[config.mk]
export PLATFORM = sky130hd
export DESIGN_NAME = tpr_ctrl
export DESIGN_NICKNAME = d
export VERILOG_FILES = /design/src/rtl/core/tpr_pkg.sv /design/src/rtl/core/tpr_ctrl.sv
export SDC_FILE = /design/constraint.sdc
export NUM_CORES = 1
export LEC_CHECK = 0
export ABC_AREA = 1
export BUFFER_PORTS_ARGS = -buffer_cell sky130_fd_sc_hd__buf_2
export CAP_MARGIN = 30
export CORE_ASPECT_RATIO = 1.2
export CORE_UTILIZATION = 35
export CTS_BUF_LIST = sky130_fd_sc_hd__clkbuf_4 sky130_fd_sc_hd__clkbuf_8 sky130_fd_sc_hd__clkbuf_16
export CTS_CLUSTER_SIZE = 25
export DETAILED_ROUTE_END_ITERATION = 8
export GPL_ROUTABILITY_DRIVEN = 0
export GPL_TIMING_DRIVEN = 0
export REMOVE_ABC_BUFFERS = 1
export SLEW_MARGIN = 30
export SYNTH_ARGS = -nofsm -noshare
export SYNTH_HDL_FRONTEND = slang
export SYNTH_SLANG_ARGS = --single-unit
export TNS_END_PERCENT = 100
[constraint.sdc]
create_clock -name clk -period 1.4 [get_ports clk]
set_input_delay 0.14 -clock clk [delete_from_list [all_inputs] [get_ports clk]]
set_output_delay 0.14 -clock clk [all_outputs]
set_load 0.02 [all_outputs]
[src/rtl/core/tpr_pkg.sv]
// shared types, register codes, operation codes and helper functions
package tpr_pkg;

  localparam int DEF_STORE_DEPTH = 65536;
  localparam int DEF_MAX_WIDTH   = 4096;

  localparam int CFG_IDX_W  = 4;
  localparam int CFG_DATA_W = 64;
  localparam int PIX_W      = 32;
  localparam int PERM_BITS  = 16;
  localparam int TILE_MAX   = 16;

  localparam logic [CFG_IDX_W-1:0] REG_BPP   = 4'd0;
  localparam logic [CFG_IDX_W-1:0] REG_WIDTH = 4'd1;
  localparam logic [CFG_IDX_W-1:0] REG_COUNT = 4'd2;
  localparam logic [CFG_IDX_W-1:0] REG_CMAP  = 4'd3;
  localparam logic [CFG_IDX_W-1:0] REG_PERM  = 4'd4;
  localparam logic [CFG_IDX_W-1:0] REG_PW    = 4'd5;
  localparam logic [CFG_IDX_W-1:0] REG_TILE  = 4'd6;
  localparam logic [CFG_IDX_W-1:0] REG_MODE  = 4'd7;

  localparam logic [1:0] STAT_OK     = 2'd0;
  localparam logic [1:0] STAT_RANGE  = 2'd1;
  localparam logic [1:0] STAT_NOLOAD = 2'd2;

  localparam logic FUNC_LOAD  = 1'b0;
  localparam logic FUNC_FETCH = 1'b1;

  localparam int OP_W = 5;
  localparam logic [OP_W-1:0] OP_NONE   = 5'd0;
  localparam logic [OP_W-1:0] OP_INIT   = 5'd1;
  localparam logic [OP_W-1:0] OP_DLINES = 5'd2;
  localparam logic [OP_W-1:0] OP_DSW    = 5'd3;
  localparam logic [OP_W-1:0] OP_FLIP   = 5'd4;
  localparam logic [OP_W-1:0] OP_CHECK  = 5'd5;
  localparam logic [OP_W-1:0] OP_DN     = 5'd6;
  localparam logic [OP_W-1:0] OP_DXT    = 5'd7;
  localparam logic [OP_W-1:0] OP_DYT    = 5'd8;
  localparam logic [OP_W-1:0] OP_UM1    = 5'd9;
  localparam logic [OP_W-1:0] OP_UM2    = 5'd10;
  localparam logic [OP_W-1:0] OP_UM3    = 5'd11;
  localparam logic [OP_W-1:0] OP_DAREA  = 5'd12;
  localparam logic [OP_W-1:0] OP_DIN    = 5'd13;
  localparam logic [OP_W-1:0] OP_DRT    = 5'd14;
  localparam logic [OP_W-1:0] OP_TM1    = 5'd15;
  localparam logic [OP_W-1:0] OP_TM2    = 5'd16;
  localparam logic [OP_W-1:0] OP_TM3    = 5'd17;
  localparam logic [OP_W-1:0] OP_PERM   = 5'd18;
  localparam logic [OP_W-1:0] OP_READ   = 5'd19;
  localparam logic [OP_W-1:0] OP_OUT    = 5'd20;
  localparam logic [OP_W-1:0] OP_NL     = 5'd21;

  typedef struct packed {
    logic [2:0]  bpp;
    logic [12:0] width;
    logic [16:0] count;
    logic [7:0]  cmap;
    logic [63:0] perm;
    logic [4:0]  pw;
    logic [4:0]  tile;
    logic [1:0]  mode;
  } cfg_t;

  localparam cfg_t CFG_RESET = '{bpp: 3'd4, width: 13'd256, count: 17'd65536, cmap: 8'd228,
                                 perm: 64'd0, pw: 5'd0, tile: 5'd0, mode: 2'd0};

  typedef struct packed {
    logic [OP_W-1:0] op;
    logic            start;
    logic            load;
  } cmd_t;

  typedef struct packed {
    logic div_done;
    logic loaded;
    logic out_free;
    logic flip;
    logic pack;
    logic tile_on;
  } status_t;

  function automatic logic [PERM_BITS-1:0] perm_low(input logic [PERM_BITS-1:0] p,
                                                   input logic [63:0] map,
                                                   input logic [4:0] w);
    logic [PERM_BITS-1:0] low;
    logic [PERM_BITS:0]   mask;
    low  = '0;
    mask = (17'd1 << w) - 17'd1;
    for (int j = 0; j < PERM_BITS; j++) begin
      if ((5'(j) < w) && p[j]) begin
        low[map[4*j +: 4]] = 1'b1;
      end
    end
    return (p & ~mask[PERM_BITS-1:0]) | (low & mask[PERM_BITS-1:0]);
  endfunction

  function automatic logic [PIX_W-1:0] swizzle(input logic [PIX_W-1:0] v,
                                               input logic [7:0] cmap);
    logic [PIX_W-1:0] r;
    r = '0;
    for (int k = 0; k < 4; k++) begin
      r[8*k +: 8] = v[8*cmap[2*k +: 2] +: 8];
    end
    return r;
  endfunction

  function automatic logic [PIX_W-1:0] bpp_mask(input logic [2:0] bpp);
    logic [PIX_W-1:0] m;
    unique case (bpp)
      3'd2:    m = 32'h0000_FFFF;
      3'd3:    m = 32'h00FF_FFFF;
      default: m = 32'hFFFF_FFFF;
    endcase
    return m;
  endfunction

endpackage

[src/rtl/core/tpr_ctrl.sv]
// sequencer for load and fetch requests
module tpr_ctrl (
  input  logic             clk,
  input  logic             rst_n,
  input  logic             in_acc,
  input  logic             in_func,
  input  tpr_pkg::status_t status,
  output tpr_pkg::cmd_t    cmd,
  output logic             busy
);
  import tpr_pkg::*;

  localparam logic [4:0] S_IDLE  = 5'd0;
  localparam logic [4:0] S_INIT  = 5'd1;
  localparam logic [4:0] S_FLN   = 5'd2;
  localparam logic [4:0] S_FSW   = 5'd3;
  localparam logic [4:0] S_FFL   = 5'd4;
  localparam logic [4:0] S_FCK   = 5'd5;
  localparam logic [4:0] S_UN    = 5'd6;
  localparam logic [4:0] S_USW   = 5'd7;
  localparam logic [4:0] S_UXT   = 5'd8;
  localparam logic [4:0] S_UYT   = 5'd9;
  localparam logic [4:0] S_UM1   = 5'd10;
  localparam logic [4:0] S_UM2   = 5'd11;
  localparam logic [4:0] S_UM3   = 5'd12;
  localparam logic [4:0] S_UCK   = 5'd13;
  localparam logic [4:0] S_TN    = 5'd14;
  localparam logic [4:0] S_TAR   = 5'd15;
  localparam logic [4:0] S_TIN   = 5'd16;
  localparam logic [4:0] S_TRT   = 5'd17;
  localparam logic [4:0] S_TM1   = 5'd18;
  localparam logic [4:0] S_TM2   = 5'd19;
  localparam logic [4:0] S_TM3   = 5'd20;
  localparam logic [4:0] S_TCK   = 5'd21;
  localparam logic [4:0] S_PRM   = 5'd22;
  localparam logic [4:0] S_PCK   = 5'd23;
  localparam logic [4:0] S_RD    = 5'd24;
  localparam logic [4:0] S_OUT   = 5'd25;
  localparam logic [4:0] S_NL    = 5'd26;

  logic [4:0] state_r, state_nxt;
  logic       wait_r, wait_nxt;
  logic       is_div;
  logic [OP_W-1:0] op;

  always_comb begin
    is_div = 1'b0;
    unique case (state_r)
      S_INIT:  op = OP_INIT;
      S_FLN:   begin op = OP_DLINES; is_div = 1'b1; end
      S_FSW:   begin op = OP_DSW;    is_div = 1'b1; end
      S_FFL:   op = OP_FLIP;
      S_UN:    begin op = OP_DN;     is_div = 1'b1; end
      S_USW:   begin op = OP_DSW;    is_div = 1'b1; end
      S_UXT:   begin op = OP_DXT;    is_div = 1'b1; end
      S_UYT:   begin op = OP_DYT;    is_div = 1'b1; end
      S_UM1:   op = OP_UM1;
      S_UM2:   op = OP_UM2;
      S_UM3:   op = OP_UM3;
      S_TN:    begin op = OP_DN;     is_div = 1'b1; end
      S_TAR:   begin op = OP_DAREA;  is_div = 1'b1; end
      S_TIN:   begin op = OP_DIN;    is_div = 1'b1; end
      S_TRT:   begin op = OP_DRT;    is_div = 1'b1; end
      S_TM1:   op = OP_TM1;
      S_TM2:   op = OP_TM2;
      S_TM3:   op = OP_TM3;
      S_PRM:   op = OP_PERM;
      S_FCK, S_UCK, S_TCK, S_PCK: op = OP_CHECK;
      S_RD:    op = OP_READ;
      S_OUT:   op = OP_OUT;
      S_NL:    op = OP_NL;
      default: op = OP_NONE;
    endcase
  end

  always_comb begin
    state_nxt = state_r;
    wait_nxt  = wait_r;
    if (is_div) begin
      wait_nxt = 1'b1;
      if (status.div_done) begin
        wait_nxt = 1'b0;
      end
    end
    unique case (state_r)
      S_IDLE: begin
        if (in_acc && (in_func == FUNC_FETCH)) begin
          state_nxt = status.loaded ? S_INIT : S_NL;
        end
      end
      S_INIT: begin
        if (status.pack)         state_nxt = S_PRM;
        else if (status.flip)    state_nxt = S_FLN;
        else if (status.tile_on) state_nxt = S_UN;
        else                     state_nxt = S_PRM;
      end
      S_FLN: if (status.div_done) state_nxt = S_FSW;
      S_FSW: if (status.div_done) state_nxt = S_FFL;
      S_FFL: state_nxt = S_FCK;
      S_FCK: begin
        if (status.pack)         state_nxt = S_RD;
        else if (status.tile_on) state_nxt = S_UN;
        else                     state_nxt = S_PRM;
      end
      S_UN:  if (status.div_done) state_nxt = S_USW;
      S_USW: if (status.div_done) state_nxt = S_UXT;
      S_UXT: if (status.div_done) state_nxt = S_UYT;
      S_UYT: if (status.div_done) state_nxt = S_UM1;
      S_UM1: state_nxt = S_UM2;
      S_UM2: state_nxt = S_UM3;
      S_UM3: state_nxt = S_UCK;
      S_UCK: state_nxt = S_PRM;
      S_TN:  if (status.div_done) state_nxt = S_TAR;
      S_TAR: if (status.div_done) state_nxt = S_TIN;
      S_TIN: if (status.div_done) state_nxt = S_TRT;
      S_TRT: if (status.div_done) state_nxt = S_TM1;
      S_TM1: state_nxt = S_TM2;
      S_TM2: state_nxt = S_TM3;
      S_TM3: state_nxt = S_TCK;
      S_TCK: state_nxt = status.flip ? S_FLN : S_RD;
      S_PRM: state_nxt = S_PCK;
      S_PCK: begin
        if (!status.pack)        state_nxt = S_RD;
        else if (status.tile_on) state_nxt = S_TN;
        else if (status.flip)    state_nxt = S_FLN;
        else                     state_nxt = S_RD;
      end
      S_RD:  state_nxt = S_OUT;
      S_OUT: if (status.out_free) state_nxt = S_IDLE;
      S_NL:  if (status.out_free) state_nxt = S_IDLE;
      default: state_nxt = S_IDLE;
    endcase
  end

  always_ff @(posedge clk) begin
    if (!rst_n) begin
      state_r <= S_IDLE;
      wait_r  <= 1'b0;
    end else begin
      state_r <= state_nxt;
      wait_r  <= wait_nxt;
    end
  end

  assign cmd.op    = op;
  assign cmd.start = is_div && !wait_r;
  assign cmd.load  = (state_r == S_IDLE) && in_acc && (in_func == FUNC_LOAD);
  assign busy      = state_r != S_IDLE;

endmodule

# Yosys cells after proc, flatten, opt, wreduce, memory -nomap -nowiden
# Cells that the tools add are included.
# word_totals
input_bits	10
reg_bits	6
word_cells	78
# classes
n_mux	24
bitwise_logic	1
n_reduce_logical	13
n_eq_ne	38
# ops
operator	n
$pmux 5 s26	1
$pmux 5 s21	1
$mux 5	20
$eq 5x5->1 const B	11
$eq 5x4->1 const B	8
$ne 2x2->1 const B	11
$eq 5x3->1 const B	4
$reduce_and 12->1	1
$eq 5x2->1 const B	2
$reduce_or 10->1	1
$reduce_or 2->1	3
$eq 5x1->1 const B	1
$logic_not 5->1	1
$reduce_bool 5->1	1
$logic_and 1x1->1	4
$reduce_or 4->1	1
$mux 1	2
$ne 2x1->1 const B	1
$logic_not 1->1	1
$not 1->1	1

# Longest topological paths before layout
# depth
ltp_word	4
depth_mapped	12
ltp_nobuf	11

# Worst setup path before layout
# OpenSTA, ideal clock, no wires.
# synth_timing
path_type	register to output
startpoint	register state_r[2]
endpoint	output port cmd[1] (netlist bit)
t_arrival_ps	1230
path_stages_with_launch	9
setup_slack_ps	30
cell_sequence	dfxtp_1 -> nand2_2 -> nor2_1 -> nand2_1 -> nand3b_1 -> inv_2 -> nand3_1 -> nand2_1 -> inv_1
# synth_lines
item	line_no	text
start: declaration	tpr_ctrl.sv:41	logic [4:0] state_r, state_nxt;
start signal: assignment	tpr_ctrl.sv:140	state_r <= state_nxt;
end: declaration	tpr_ctrl.sv:8	output tpr_pkg::cmd_t cmd,

==> qor.txt <==
final setup violation count: 13
CTS tree: yes
global-route wire length before repair: 5840 um
post-route insts no fill: 279
DIE AREA: 0.00328 sq mm
Synth Flop Type: dfxtp_1
Internal Power: 1560 uW
Root Buffer: clkbuf_4
Post-Synth Simple-Gate Area: 66.7%
# nets final: 257
count of final max-slew check failures: 0
RSZ-0062 raised after global routing: yes
P&R area growth vs syn: 51.0%
via count: 1587
worst-path fanout max: 8
Initial Util: 37.6%
number of I/O port buffers: 17
worst-margin pin slew: 0.320 ns
Commonest cells post-synth: nand2_1, nor2_1, nand3_1, inv_1, nand4_1
largest family of logic cells by synthesized area: simple AND/OR/NAND/NOR gates
ys async rst share: 0%
#FFs+latches synth: 6
Hold Path Class: input pin to flip-flop
layout cells sized above 1: 40.4%
CTS H-Tree Depth: 1
unique cell type count in the Yosys netlist: 26
Hold Startpoint: rst_n
Fin. Hold Viols: 0
failing checks: negative setup slack
Leak: 0.000802 uW
Setup CP Type: flip-flop to output port
Die Ht: 62.5 um
Critical path origin: state_r[4]
post-synthesis sequential area ratio: 11.3%
total core area: 0.00284 sq mm
post-detailed-route count of antenna-violating nets: 0
RR Startpoint: state_r[3]
yosys warns: 0
Synth Area in Compound Gates: 9.26%
Post-synth EDFFs: 0
outcome: finished with violations
Die X: 52.4 um
detail-routed via count per cell: 5.69
TritonCTS Buffers: 3
clock-pin slew on the worst setup and hold paths: 0.05 ns
Clock Power Share: 4.3%
Tcrit/Tclk final: 123%
Fin Clk Skew: 0.00538 ns
CP required: 1.26 ns
Max VDD drop: 1080 uV
clock latency on the worst-skew pair: 0.25 ns
placed cells: 254
Design Area, Final: 0.00161 sq mm
vias in the first global route: 1347
Sink Count: 6
Rel. slew slack: 78.6%
fmax: 579 MHz
post-synth top area cell: nand2_1
Initial DRC Count: 82
Synth area leaders: nand2_1, nor2_1, dfxtp_1, nand3_1, inv_1
total wire length: 4290 um
largest net degree at the start of global routing: 14
Power Dens Cells: 2270 mW/mm^2
power share of the sequential group: 13.1%
Post-Synth Adder-Cell Area: 0%
Synth top area share: 22.2%
n_diodes: 0
Final Critical Period: 1.73 ns
PnR worst setup slack: -0.328 ns
DR DRC count: 0
most frequent cell after synthesis: nand2_1
Synth Cell Area: 0.00107 sq mm
I/O Pins: 18
total grt overflow: 0
post-detail-place hpwl: 2500 um
Cells after Synth: 209
Post-DP Area: 0.00114 sq mm
crit path DAT: 1.59 ns
Rows: 21
initial antenna violation count: 0
combinational fraction of design power: 82.6%
Initial DRT Pass Iterations: 4
Sw Share: 57.5%
max_cap viols: 0
Clock Tree Buf Depth: 2
wire length per cell: 15.4 um
CP startpoint kind: flip-flop
GRT Util Overall: 23.3%
NetSw: 2100 uW
mux share of post-synthesis cell area: 0%
CTS Hold Bufs: 0
CP endpoint kind: output port
Post-Synth XOR/XNOR Area: 0%
syn avg cell area: 5.11 sq um
worst hold margin: 0.163 ns
==> repair_timing <==
item | in CTS | in global routing
buffers inserted | 11 | 9
resized for setup | 52 | 32
pin swaps | 10 | 14
hold endpoints to repair | 0 | 0
endpoints found under the setup margin | 14 | 14
gates cloned | 0 | 2
==> path summary, 6_finish.rpt <==
kind,cells after the start,endpoint,slack (ns)
min reg2reg,2,wait_r,0.50
max reg2reg,11,state_r[4],-0.23
min,3,state_r[3],0.16
max,8,cmd[1],-0.33
==> layout by cell type, fill, tap and decap left out, drive strengths merged <==
cell type	Yosys	final
a21boi	1	1
a21oi	6	6
buf	5	37
clkbuf	1	3
clkinv	1	1
dfxtp	6	6
inv	20	20
nand2	64	64
nand3	22	23
nand3b	4	4
nand4	8	8
nor2	55	56
nor3	5	5
nor3b	1	1
o2111ai	1	1
o211ai	1	1
o21a	1	1
o21ai	6	6
o21bai	1	1
==> cell families (layout without fill, tap and decap cells) <==
kind of cell | count (synthesis) | after routing
flops | 6 | 6
compound gates | 17 | 17
simple gates | 159 | 161
buf+inv | 27 | 61
==> critical path, cell delays in order (launching register included) <==
cell     delay (ns)
dfxtp_4        0.45
nand3_4        0.13
buf_4          0.16
a21oi_1        0.21
nor2_2         0.09
nand3_2        0.09
nand2_1        0.05
inv_1          0.06
buf_6          0.11
==> power by group through the flow <==
stage	Combinational (uW)	Clock (uW)	Sequential, uW
finish	3020	158	479
floorplan	1460	0	353
global route	3240	174	486
CTS	2450	164	458
detailed placement	1950	0	384
global placement	1960	0	384
==> flip-flops by register name (all words and copies together) (netlist names) <==
signal / count
state_r: 5
wait_r: 1
==> per-layer routing <==
metal  global-route usage (%)  routed length (um)
met2                     35.9                2050
met3                     4.62                 394
met5                        0                   0
met4                     13.8                 284
met1                     28.8                1560
==> through the flow <==
step | total power (uW) | setup WS (ns) | TNS [ns] | utilization [%]
4_1_cts | 3070 | -0.284 | -2.20 | 49.5
5_1_grt | 3900 | -0.396 | -4.29 | 56.8
3_5_place_dp | 2340 | -0.503 | -4.65 | 40.3
3_3_place_gp | 2340 | -0.520 | -4.98 | 40.3
2_1_floorplan | 1810 | -0.110 | -0.800 | -
6_report | 3660 | -0.328 | -3.31 | 56.8
==> cell type report <==
class / count / area (sq um)
Inverter: 21 / 101
Tap cell: 34 / 42.5
Clock buffer: 3 / 22.5
Timing Repair Buffer: 37 / 270
Sequential cell: 6 / 139
Fill cell: 259 / 1230
Multi-Input combinational cell: 178 / 1040
No activity file was read; power rests on OpenSTA's default activity.
